==> src/design/dsc_pkg.sv <==
// Shared constants, types and datapath command word for the dice sum counter.
// No dependencies.
package dsc_pkg;

   localparam int FACES_DEF     = 6;
   localparam int SUM_WIDTH_DEF = 63;
   localparam int MAX_FACES     = 16;
   localparam int IDX_W         = $clog2(MAX_FACES);
   localparam int RES_W         = 30;
   localparam int PROD_W        = 2 * RES_W;
   localparam int MU_W          = RES_W + 1;
   localparam int RED_W         = RES_W + 2;
   localparam int DRAIN_W       = 3;
   localparam logic [DRAIN_W-1:0] DRAIN_CYC = 3'd7;

   localparam logic [RES_W-1:0] PRIME = 30'd1000000007;
   localparam logic [63:0] MU_FULL = (64'd1 << PROD_W) / 64'd1000000007;
   localparam logic [MU_W-1:0] BAR_MU = MU_FULL[MU_W-1:0];

   typedef enum logic [1:0] {
      RGN_A,
      RGN_B,
      RGN_T
   } mat_rgn_type;

   typedef enum logic [3:0] {
      ST_IDLE,
      ST_INIT_A,
      ST_INIT_B,
      ST_STEP,
      ST_MUL,
      ST_MUL_WAIT,
      ST_COPY,
      ST_COPY_WAIT,
      ST_DOT,
      ST_DOT_WAIT,
      ST_DONE
   } ctl_state_type;

   typedef struct packed {
      logic              init_we;
      logic              init_data;
      logic              mac_go;
      logic              cpy_go;
      mat_rgn_type       x_rgn;
      logic [IDX_W-1:0]  x_row;
      logic [IDX_W-1:0]  x_col;
      mat_rgn_type       y_rgn;
      logic [IDX_W-1:0]  y_row;
      logic [IDX_W-1:0]  y_col;
      mat_rgn_type       d_rgn;
      logic [IDX_W-1:0]  d_row;
      logic [IDX_W-1:0]  d_col;
      logic              use_seed;
      logic [RES_W-1:0]  seed;
      logic              first;
      logic              last;
      logic              to_out;
      logic              small_ld;
      logic [RES_W-1:0]  small_val;
      logic              out_ld;
   } dp_cmd_type;

endpackage

==> src/design/dsc_ctl.sv <==
// Controller: sequences init, matrix multiply, copy and final dot product sweeps.
// Uses dsc_pkg; drives the datapath command word.
module dsc_ctl #(
   parameter int FACES     = dsc_pkg::FACES_DEF,
   parameter int SUM_WIDTH = dsc_pkg::SUM_WIDTH_DEF
) (
   input  logic                  clock,
   input  logic                  reset,
   input  logic                  req_valid,
   output logic                  req_ready,
   input  logic [SUM_WIDTH-1:0]  target_sum,
   output logic                  rsp_valid,
   input  logic                  rsp_ready,
   output dsc_pkg::dp_cmd_type   cmd
);

   localparam int IW = $clog2(FACES);
   localparam logic [IW-1:0] FM1 = IW'(FACES - 1);

   dsc_pkg::ctl_state_type st_ff, st_in;
   logic [SUM_WIDTH-1:0]         e_ff, e_in;
   logic                         sq_ff, sq_in;
   logic [IW-1:0]                r_ff, r_in, c_ff, c_in, k_ff, k_in;
   logic [dsc_pkg::DRAIN_W-1:0]  dr_ff, dr_in;
   logic                         rv_ff, rv_in;
   logic                         accept, short_sum, out_ld;
   logic                         c_last, r_last, k_last, dr_done;
   logic [IW:0]                  n_lo;

   assign req_ready = (st_ff == dsc_pkg::ST_IDLE);
   assign accept    = req_valid && req_ready;
   assign rsp_valid = rv_ff;
   assign short_sum = target_sum <= SUM_WIDTH'(FACES);
   assign n_lo      = target_sum[IW:0];
   assign c_last    = (c_ff == FM1);
   assign r_last    = (r_ff == FM1);
   assign k_last    = (k_ff == FM1);
   assign dr_done   = (dr_ff == dsc_pkg::DRAIN_CYC);
   assign out_ld    = (st_ff == dsc_pkg::ST_DONE) && (!rv_ff || rsp_ready);

   always_ff @(posedge clock) begin
      if (reset) begin
         st_ff <= dsc_pkg::ST_IDLE;
         rv_ff <= 1'b0;
         e_ff  <= '0;
         sq_ff <= 1'b0;
         r_ff  <= '0;
         c_ff  <= '0;
         k_ff  <= '0;
         dr_ff <= '0;
      end else begin
         st_ff <= st_in;
         rv_ff <= rv_in;
         e_ff  <= e_in;
         sq_ff <= sq_in;
         r_ff  <= r_in;
         c_ff  <= c_in;
         k_ff  <= k_in;
         dr_ff <= dr_in;
      end
   end

   // next state and sweep counters
   always_comb begin
      st_in = st_ff;
      e_in  = e_ff;
      sq_in = sq_ff;
      r_in  = r_ff;
      c_in  = c_ff;
      k_in  = k_ff;
      dr_in = '0;
      rv_in = out_ld ? 1'b1 : (rv_ff && !rsp_ready);
      unique case (st_ff)
         dsc_pkg::ST_IDLE: begin
            r_in = '0;
            c_in = '0;
            k_in = '0;
            if (accept) begin
               if (short_sum) begin
                  st_in = dsc_pkg::ST_DONE;
               end else begin
                  e_in  = target_sum - SUM_WIDTH'(FACES);
                  st_in = dsc_pkg::ST_INIT_A;
               end
            end
         end
         dsc_pkg::ST_INIT_A, dsc_pkg::ST_INIT_B, dsc_pkg::ST_COPY: begin
            c_in = c_last ? '0 : c_ff + 1'b1;
            if (c_last) begin
               r_in = r_last ? '0 : r_ff + 1'b1;
               if (r_last) begin
                  priority case (st_ff)
                     dsc_pkg::ST_INIT_A: st_in = dsc_pkg::ST_INIT_B;
                     dsc_pkg::ST_INIT_B: st_in = dsc_pkg::ST_STEP;
                     default:            st_in = dsc_pkg::ST_COPY_WAIT;
                  endcase
               end
            end
         end
         dsc_pkg::ST_STEP: begin
            sq_in = !e_ff[0];
            st_in = dsc_pkg::ST_MUL;
         end
         dsc_pkg::ST_MUL: begin
            k_in = k_last ? '0 : k_ff + 1'b1;
            if (k_last) begin
               c_in = c_last ? '0 : c_ff + 1'b1;
               if (c_last) begin
                  r_in = r_last ? '0 : r_ff + 1'b1;
                  if (r_last) begin
                     st_in = dsc_pkg::ST_MUL_WAIT;
                  end
               end
            end
         end
         dsc_pkg::ST_MUL_WAIT: begin
            dr_in = dr_ff + 1'b1;
            if (dr_done) begin
               dr_in = '0;
               st_in = dsc_pkg::ST_COPY;
            end
         end
         dsc_pkg::ST_COPY_WAIT: begin
            dr_in = dr_ff + 1'b1;
            if (dr_done) begin
               dr_in = '0;
               if (sq_ff) begin
                  e_in  = e_ff >> 1;
                  st_in = dsc_pkg::ST_STEP;
               end else if (e_ff[SUM_WIDTH-1:1] == '0) begin
                  st_in = dsc_pkg::ST_DOT;
               end else begin
                  sq_in = 1'b1;
                  st_in = dsc_pkg::ST_MUL;
               end
            end
         end
         dsc_pkg::ST_DOT: begin
            c_in = c_last ? '0 : c_ff + 1'b1;
            if (c_last) begin
               st_in = dsc_pkg::ST_DOT_WAIT;
            end
         end
         dsc_pkg::ST_DOT_WAIT: begin
            dr_in = dr_ff + 1'b1;
            if (dr_done) begin
               dr_in = '0;
               st_in = dsc_pkg::ST_DONE;
            end
         end
         dsc_pkg::ST_DONE: begin
            if (out_ld) begin
               st_in = dsc_pkg::ST_IDLE;
            end
         end
         default: begin
            st_in = dsc_pkg::ST_IDLE;
         end
      endcase
   end

   // datapath commands
   always_comb begin
      cmd        = '0;
      cmd.x_rgn  = dsc_pkg::RGN_A;
      cmd.y_rgn  = dsc_pkg::RGN_B;
      cmd.d_rgn  = dsc_pkg::RGN_T;
      cmd.out_ld = out_ld;
      unique case (st_ff)
         dsc_pkg::ST_IDLE: begin
            cmd.small_ld  = accept && short_sum;
            cmd.small_val = (n_lo == '0) ? '0 :
                            (dsc_pkg::RES_W'(1) << (n_lo - (IW + 1)'(1)));
         end
         dsc_pkg::ST_INIT_A: begin
            cmd.init_we   = 1'b1;
            cmd.d_rgn     = dsc_pkg::RGN_A;
            cmd.d_row     = dsc_pkg::IDX_W'(r_ff);
            cmd.d_col     = dsc_pkg::IDX_W'(c_ff);
            cmd.init_data = (r_ff == c_ff);
         end
         dsc_pkg::ST_INIT_B: begin
            cmd.init_we   = 1'b1;
            cmd.d_rgn     = dsc_pkg::RGN_B;
            cmd.d_row     = dsc_pkg::IDX_W'(r_ff);
            cmd.d_col     = dsc_pkg::IDX_W'(c_ff);
            cmd.init_data = (r_ff == '0) || (c_ff == r_ff - 1'b1);
         end
         dsc_pkg::ST_MUL: begin
            cmd.mac_go = 1'b1;
            cmd.x_rgn  = sq_ff ? dsc_pkg::RGN_B : dsc_pkg::RGN_A;
            cmd.x_row  = dsc_pkg::IDX_W'(r_ff);
            cmd.x_col  = dsc_pkg::IDX_W'(k_ff);
            cmd.y_row  = dsc_pkg::IDX_W'(k_ff);
            cmd.y_col  = dsc_pkg::IDX_W'(c_ff);
            cmd.d_row  = dsc_pkg::IDX_W'(r_ff);
            cmd.d_col  = dsc_pkg::IDX_W'(c_ff);
            cmd.first  = (k_ff == '0);
            cmd.last   = k_last;
         end
         dsc_pkg::ST_COPY: begin
            cmd.cpy_go = 1'b1;
            cmd.x_rgn  = dsc_pkg::RGN_T;
            cmd.x_row  = dsc_pkg::IDX_W'(r_ff);
            cmd.x_col  = dsc_pkg::IDX_W'(c_ff);
            cmd.d_rgn  = sq_ff ? dsc_pkg::RGN_B : dsc_pkg::RGN_A;
            cmd.d_row  = dsc_pkg::IDX_W'(r_ff);
            cmd.d_col  = dsc_pkg::IDX_W'(c_ff);
         end
         dsc_pkg::ST_DOT: begin
            cmd.mac_go   = 1'b1;
            cmd.x_col    = dsc_pkg::IDX_W'(c_ff);
            cmd.use_seed = 1'b1;
            cmd.seed     = dsc_pkg::RES_W'(1) << (FM1 - c_ff);
            cmd.first    = (c_ff == '0);
            cmd.last     = c_last;
            cmd.to_out   = 1'b1;
         end
         default: begin
         end
      endcase
   end

endmodule

==> config.mk <==
export PLATFORM = sky130hd
export DESIGN_NAME = dsc_ctl
export DESIGN_NICKNAME = d
export VERILOG_FILES = /design/src/design/dsc_pkg.sv /design/src/design/dsc_ctl.sv
export SDC_FILE = /design/constraint.sdc
export NUM_CORES = 1
export LEC_CHECK = 0
export ABC_AREA = 1
export BUFFER_PORTS_ARGS = -buffer_cell sky130_fd_sc_hd__buf_2
export CAP_MARGIN = 20
export CORE_MARGIN = 4
export CORE_UTILIZATION = 60
export CTS_CLUSTER_SIZE = 40
export DETAILED_ROUTE_END_ITERATION = 7
export PLACE_DENSITY = 0.88
export SYNTH_ARGS = -nofsm -noshare
export SYNTH_HDL_FRONTEND = slang
export SYNTH_SLANG_ARGS = --single-unit
==> constraint.sdc <==
create_clock -name clock -period 4.4 [get_ports clock]
set_input_delay 0.44 -clock clock [delete_from_list [all_inputs] [get_ports clock]]
set_output_delay 0.44 -clock clock [all_outputs]
set_load 0.01 [all_outputs]
### Word level (Yosys, flattened, before mapping)

Cells that the tools add are included.

* add/sub/neg operators: 8
* $lt $le $gt $ge: 1
* eq/ne operators: 29
* shift operators: 2
* multiplexer cells: 49
* bitwise logic cells: 1
* reductions and logical operators: 32

Operators with widths (number)
* $mux W63: 4
* $pmux W63 S2: 1
* $le A63 B3 Y1 const B: 1
* $sub A63 B3 Y63 const B: 1
* $logic_not A62 Y1: 1
* $mux W31: 2
* $mux W4: 14
* $pmux W4 S9: 1
* $mux W30: 1
* $shl A1 B3 Y30 const A: 1
* $shl A1 B4 Y30 const A: 1
* $ne A2 B2 Y1 const B: 12
* $mux W3: 6
* $pmux W3 S2: 3
* $pmux W3 S3: 2
* $eq A4 B3 Y1 const B: 4
* $mux W7: 2
* $add A3 B1 Y3 const B: 4
* $eq A3 B3 Y1 const B: 4
* $eq A4 B4 Y1 const B: 3
* $pmux W6 S2: 1
* $reduce_and A11 Y1: 1
* $logic_not A3 Y1: 3
* $reduce_or A3 Y1: 3
* other kinds (22): 46

* register bits: 81
* bits of input ports: 67
* output and inout bits: 102
* logic and storage cells: 130

### Longest topological paths before layout

Gate-level depths: netlist (run 1).

* depth in word-level cells: 5
* gate-level depth with buffers: 15
* gate-level depth less buffers: 14

### Least setup slack after synthesis (run 1)

OpenSTA, ideal clock, no wires.

* path type: input to output
* start point: in target_sum[1]
* end point: out cmd[31] in the netlist's numbering
* arrival: 1.582 ns
* data required time: 3.960 ns
* path slack: 2.378 ns
* stages on the path: 10
* path buffers: 0
* cell sequence: ha_1 nor2_4 nand2_4 nor2_8 nand2_4 nor2_4 nand2_1 nand2_2 nand2_2 nor2_1

RTL lines
* start: declaration: line dsc_ctl.sv:11 `input logic [SUM_WIDTH-1:0] target_sum,`
* end: declaration: line dsc_ctl.sv:14 `output dsc_pkg::dp_cmd_type cmd`

### Worst setup path after layout (run 1)

* start point: reg st_ff[3]
* end point: reg e_ff[24]

* word-level cells in the longest chain between the ends: 4
* elaborated cells between the ends (all ways): 10
* those cells by class: 5 x eq/ne; 1 x mux; 4 x reduce/logical

Ends and longest elaborated chain
* start: declaration: line dsc_ctl.sv:20 `dsc_pkg::ctl_state_type st_ff, st_in;`
* start signal: assignment: line dsc_ctl.sv:43 `st_ff <= dsc_pkg::ST_IDLE;`
* start signal: assignment: line dsc_ctl.sv:52 `st_ff <= st_in;`
* $logic_not A4 Y1: line dsc_ctl.sv:30, dsc_ctl.sv:73
* $logic_and A1 B1 Y1: line dsc_ctl.sv:31 `assign accept = req_valid && req_ready;`
* $ne A2 B1 Y1 (no source line)
* $reduce_and A5 Y1 (no source line)
* end signal: assignment: line dsc_ctl.sv:54 `e_ff <= e_in;`
* end: declaration: line dsc_ctl.sv:21 `logic [SUM_WIDTH-1:0] e_ff, e_in;`

Parallel ways exist; a longest one is shown, timed or not.
A chain may end at the register's enable or synchronous reset.

==> results.json, run 1 <==
{
  "run_status": "finished clean",
  "nNetsFinal": 1485,
  "drtAntennaViolNets": 0,
  "critical_path.cell_chain": "inv_2, nand2_1, inv_2, nand2_2, nor2_1, clkinv_1, nand2_1, a21oi_2, a21boi_4, buf_4, nand2_1, nand2_1, nor2_1",
  "reg2reg_from": "st_ff[3]$_SDFFE_PP0P_",
  "crit_path_frequent_cell": "nand2_1",
  "die_h_um": 117,
  "final_layout_size_suffix_gt1_share_pct": 13.0,
  "synth_area_um2": 7180,
  "vias": 8338,
  "clock_latency_ns": 0.35,
  "r2r_cells": 13,
  "netlist.area_leader.share_pct": 22.6,
  "synth_seq_cells": 81,
  "post-cts-setup-buffers": 0,
  "total_power_mw": 3.46,
  "timing.rr.end": "e_ff[24]$_SDFFE_PP0P_",
  "hpwl_um": 17600,
  "dr.pass1.iters": 7,
  "post_cts_resized": 0,
  "overflow": 0,
  "slew_viol_final": 0,
  "max_stage_delay_ns": 0.63,
  "drtIter0Drc": 1015,
  "p_leak_nw": 3.91,
  "ios": 169,
  "final-setup-viol-count": 0,
  "ctsHoldBuffers": 0,
  "routed_via_density": 5.38,
  "synth_cell_types": 44,
  "die-area_um2": 13800,
  "die_w_um": 117,
  "ys.flop_type": "dfxtp_1",
  "nFillCells": 1120,
  "grt_max_degree": 67,
  "drc": 0,
  "cpMaxStageDelayCell": "a21boi_4",
  "antenna_found_initial": 0,
  "skew_ns": 0.00459,
  "holdWs_ns": 0.358,
  "antenna_cells": 0,
  "r2r_setup_slack_ns": 1.30,
  "fin_tns_setup_ns": 0,
  "grt_pass1_vias": 7487,
  "yosysMostFrequentCell": "nand2_1",
  "wirelength_um": 22700,
  "cap_violations": 0,
  "area_delta_synth_final_pct": 11.0,
  "clock-sinks": 81,
  "postPlaceCellArea_um2": 7630,
  "async_reset_ff_share_pct": 0,
  "holdPathEnd": "rsp_valid$_SDFF_PP0_",
  "crit_path_start": "st_ff[3]$_SDFFE_PP0P_",
  "grt_first_pass_wirelength_um": 36600,
  "crit_type": "reg -> reg",
  "synthTopCellsByArea": "dfxtp_1 23%, nand2_1 20%, nor2_1 17%, inv_1 6.2%, buf_4 5.4%",
  "initial_utilization_pct": 62.1,
  "required_ns": 4.65,
  "vdd_drop_max_v": 0.000242,
  "min_from": "rsp_ready",
  "crit_path_end_kind": "register",
  "cts_buffers": 9,
  "clkTransAtPathRegs_ns": 0.06,
  "powerDensity_nw_per_um2": 434,
  "cp_max_fo": 36,
  "hp-class": "in -> reg",
  "finalCriticalPeriod_ns": 3.10,
  "wl_per_cell_um": 14.6,
  "period_share_pct": 70.3,
  "cp-start-kind": "register",
  "cts_buffer_depth": 2,
  "synth-edff-count": 0,
  "fmax_mhz": 323,
  "yosysTopAreaCell": "dfxtp_1",
  "grt_setup_unrepaired": "false",
  "tightest_slew_ns": 0.823,
  "h-tree-depth": 3,
  "synth-seq-area-share_pct": 22.6,
  "num_rows": 39,
  "place_congestion": 1.02,
  "design_area_um2": 7970,
  "cts_tree": "yes",
  "port_buffers": 124,
  "ff_latch_area_um2": 1620,
  "crit_arrival_ns": 3.35,
  "hold_viol": 0,
  "multi_input_area_um2": 4700,
  "root_buffer": "clkbuf_16",
  "syn_inst": 1304,
  "ys_top_cells_by_count": "390 x nand2_1, 328 x nor2_1, 119 x inv_1",
  "core-area_um2": 11600,
  "yosysWarnings": 0,
  "grt_usage_pct": 32.1,
  "avgSynthCellArea_um2": 5.51,
  "whs_path_depth": 4,
  "maxSlewHeadroom_pct": 45.1
}
==> power breakdown <==
group / internal, mW / switching [mW]
Clock: 0.512 / 0.319
Combinational: 0.489 / 1.02
Sequential: 0.971 / 0.148
Total: 1.97 / 1.49
==> worst max path at each step <==
stage | cells after the start | endpoint
6_report | 13 | e_ff[24]$_SDFFE_PP0P_
5_1_grt | 13 | e_ff[24]$_SDFFE_PP0P_
4_1_cts | 13 | e_ff[24]$_SDFFE_PP0P_
3_5_place_dp | 13 | e_ff[32]$_SDFFE_PP0P_
3_3_place_gp | 13 | e_ff[40]$_SDFFE_PP0P_
2_1_floorplan | 10 | cmd[31]
==> layout by cell type, fill, tap and decap left out, drive strengths merged <==
master    instances
nor4              1
nor4b             1
o21ai            68
nor3b             1
ha               15
clkbuf           11
a31oi             1
nand3            73
o22ai             8
nand2           397
o31ai             2
inv             127
a21oi            48
o21bai            5
dfxtp            81
buf             129
nand3b            9
xnor2            10
xor2              4
o211ai            1
conb             44
a21boi            1
bufinv            2
o41ai             1
nand4            10
clkinvlp          1
a211oi            4
a22o              1
and2              1
nor3              6
clkinv            2
nor2            339
or2               3
==> registers in the layout (all words and copies together), names as in the netlist <==
name	count
e_ff	63
st_ff	4
c_ff	3
dr_ff	3
k_ff	3
r_ff	3
rsp_valid	1
sq_ff	1
==> routing by layer <==
layer / up-vias / wire length (um) / GRT usage, %
li1: 4167 / - / -
met1: 3651 / 9290 / 40.9
met2: 454 / 10200 / 52.2
met3: 66 / 2310 / 7.70
met4: 0 / 867 / 13.0
met5: - / 0 / 0
==> area by class of cell <==
type	instances	share of cell area, %
well taps	143	2.24
clock inverters	4	0.957
clock buffers	11	3.05
inverters	128	6.03
repair buffers	129	8.41
multi-input cells	1054	59.0
flip-flops and latches	81	20.3
==> critical path: cells and delay by family, from the launching register on <==
kind,cells,cell delay [ns]
AO/OA/AOI/OAI,2,0.78
buffers and inverters,4,0.72
flip-flops,1,0.42
AND/OR/NAND/NOR,7,1.06
==> logic make-up (layout without fill, tap and decap cells) <==
logic type,count (synthesis),count (layout),share of synthesized area (%)
XOR/XNOR,14,14,1.71
flip-flops,81,81,22.6
other,2,44,0.105
AO/OA/AOI/OAI,140,140,11.1
AND/OR/NAND/NOR,841,841,47.7
buffers and inverters,211,272,14.2
adder cells (fa/ha/maj),15,15,2.61
==> stage by stage <==
step | utilization, % | worst slack (ns) | std cells
detailed placement | 66.0 | 1.42 | 1534
finish | 68.9 | 1.30 | 1550
CTS | 68.8 | 1.37 | 1549
global route | 68.9 | 1.09 | 1550
floorplan | - | 2.38 | 1346
global placement | 66.0 | 1.47 | 1534
Note: power is estimated with default switching activity, not from simulation.
==> inputs of run 2 (changes only) <==
--- a/config.mk
+++ b/config.mk
@@ -9,10 +9,10 @@
 export BUFFER_PORTS_ARGS = -buffer_cell sky130_fd_sc_hd__buf_2
 export CAP_MARGIN = 20
 export CORE_MARGIN = 4
-export CORE_UTILIZATION = 60
+export CORE_UTILIZATION = 56
 export CTS_CLUSTER_SIZE = 40
 export DETAILED_ROUTE_END_ITERATION = 7
-export PLACE_DENSITY = 0.88
+export PLACE_DENSITY = 0.83
 export SYNTH_ARGS = -nofsm -noshare
 export SYNTH_HDL_FRONTEND = slang
 export SYNTH_SLANG_ARGS = --single-unit
==> constraint.sdc (replaced) <==
create_clock -name clock -period 2.9 [get_ports clock]
set_input_delay 0.29 -clock clock [delete_from_list [all_inputs] [get_ports clock]]
set_output_delay 0.29 -clock clock [all_outputs]
set_load 0.01 [all_outputs]
==> run 2 against run 1 <==
Sequential share of layout area is 0.20 points lower. Clock skew rose by 0.0018 ns. First-iteration DRC count down 20%. Die area grew 6.6%. Final cell count grew 2.2%.
==> results.json, run 2 (synthesis gave the netlist of run 1 again) <==
{
  "run_status": "finished clean",
  "drc": 0,
  "h-tree-depth": 3,
  "vias": 8205,
  "min_from": "rsp_ready",
  "clkTransAtPathRegs_ns": 0.06,
  "final_common_cell": "nand2_1",
  "grt_usage_pct": 30.3,
  "port_buffers": 124,
  "drtAntennaViolNets": 0,
  "die-area_um2": 14700,
  "ctsHoldBuffers": 0,
  "holdWs_ns": 0.234,
  "antenna_found_initial": 0,
  "die_h_um": 121,
  "final_layout_size_suffix_gt1_share_pct": 13.4,
  "dr.pass1.iters": 6,
  "grt_setup_unrepaired": "false",
  "wl_per_cell_um": 14.1,
  "crit_arrival_ns": 2.73,
  "crit_path_frequent_cell": "nand2_1",
  "holdPathEnd": "rsp_valid$_SDFF_PP0_",
  "cp-start-kind": "register",
  "cp_max_fo": 43,
  "initial_utilization_pct": 57.2,
  "final-setup-viol-count": 0,
  "area_delta_synth_final_pct": 12.1,
  "max_stage_delay_ns": 0.51,
  "whs_path_depth": 4,
  "crit_path_end_kind": "register",
  "overflow": 0,
  "largest_reg_flops": 63,
  "grt_pass1_vias": 7224,
  "design_area_um2": 8050,
  "timing.rr.end": "e_ff[23]$_SDFFE_PP0P_",
  "powerDensity_nw_per_um2": 645,
  "total_power_mw": 5.19,
  "slew_viol_final": 0,
  "crit_buf_inv": 4,
  "vdd_drop_max_v": 0.000389,
  "path_delay_family": "buffers and inverters",
  "wirelength_um": 22400,
  "critical_path.cell_chain": "inv_2, nand2_1, inv_2, nand2_2, nor2_1, clkinv_1, nand2_1, a21oi_2, a21boi_4, buf_4, nand2_1, nand2_1, nor2_1",
  "root_buffer": "clkbuf_16",
  "routed_via_density": 5.18,
  "ios": 169,
  "maxSlewHeadroom_pct": 61.2,
  "r2r_setup_slack_ns": 0.40,
  "tightest_slew_ns": 0.582,
  "largest_register": "e_ff",
  "reg.largest.list": "e_ff x63, st_ff x4",
  "num_rows": 41,
  "skew_ns": 0.00637,
  "cts_buffer_depth": 2,
  "clock_latency_ns": 0.34,
  "grt_first_pass_wirelength_um": 35700,
  "post_cts_resized": 0,
  "fin_tns_setup_ns": 0,
  "finalCriticalPeriod_ns": 2.50,
  "reg2reg_from": "st_ff[3]$_SDFFE_PP0P_",
  "final_cell_mix": "390 x nand2_1, 328 x nor2_1, 124 x buf_2, 119 x inv_1, 81 x dfxtp_1",
  "period_share_pct": 86.4,
  "place_congestion": 0.997,
  "nNetsFinal": 1489,
  "core-area_um2": 12600,
  "p_leak_nw": 3.94,
  "post-cts-setup-buffers": 0,
  "r2r_cells": 13,
  "antenna_cells": 0,
  "cpMaxStageDelayCell": "a21boi_4",
  "clock-sinks": 81,
  "required_ns": 3.13,
  "nFillCells": 1224,
  "cts_buffers": 9,
  "grt_max_degree": 56,
  "cts_tree": "yes",
  "die_w_um": 121,
  "drtIter0Drc": 809,
  "crit_type": "reg -> reg",
  "multi_input_area_um2": 4700,
  "fmax_mhz": 399,
  "ff_latch_area_um2": 1620,
  "hold_viol": 0,
  "cap_violations": 0,
  "hpwl_um": 17700,
  "postPlaceCellArea_um2": 7720,
  "hp-class": "in -> reg"
}
run 2: cell types whose count changed in the layout (fill, tap and decap cells not counted):
cell,previous run,this run
buf_4,4,8
clkinv_2,0,2
clkbuf_1,1,0
clkbuf_8,1,2
inv_6,1,0
run 2: report_power, final:
part	internal [mW]	switching (mW)
Sequential	1.47	0.214
Clock	0.798	0.456
Combinational	0.742	1.51
run 2: layer usage:
metal  vias to the layer above  global-route usage [%]  share of wire, %
met5                         -                       0                 0
met4                         0                    11.0               3.2
met1                      3606                    40.8                43
met3                        40                    5.78               9.9
met2                       382                    48.6                44
li1                       4177                       -                 -
run 2: worst reg2reg max path: stages, from the launching register on:
cell and delay, ns:
dfxtp_1 0.43, inv_2 0.07, nand2_1 0.14, inv_2 0.07, nand2_2 0.10, nor2_1 0.07, clkinv_1 0.06, nand2_1 0.06
a21oi_2 0.15, a21boi_4 0.51, buf_4 0.48, nand2_1 0.14, nand2_1 0.08, nor2_1 0.04
run 2: final cells by class:
type                            instances  share of cell area, %
Multi-Input combinational cell       1054                   58.4
Sequential cell                        81                   20.1
Timing Repair Buffer                  133                   8.71
Inverter                              128                   5.97
Clock buffer                           11                   3.14
Tap cell                              172                   2.67
Clock inverter                          5                  0.964
run 2: worst max-delay path by stage:
stage	startpoint	endpoint	depth (start not counted)
2_1_floorplan	target_sum[1]	e_ff[46]$_SDFFE_PP0P_	15
3_3_place_gp	target_sum[2]	e_ff[24]$_SDFFE_PP0P_	14
3_5_place_dp	target_sum[2]	e_ff[9]$_SDFFE_PP0P_	14
4_1_cts	st_ff[3]$_SDFFE_PP0P_	e_ff[23]$_SDFFE_PP0P_	13
5_1_grt	st_ff[3]$_SDFFE_PP0P_	e_ff[20]$_SDFFE_PP0P_	13
6_report	st_ff[3]$_SDFFE_PP0P_	e_ff[23]$_SDFFE_PP0P_	13
run 2: per-stage QoR:
step	setup WS, ns	utilization (%)	std cells
after detailed placement	0.436	61.4	1568
after global placement	0.484	61.4	1568
after CTS	0.453	64.0	1584
after floorplan	1.08	-	1346
final	0.395	64.0	1584
after global routing	0.162	64.0	1584
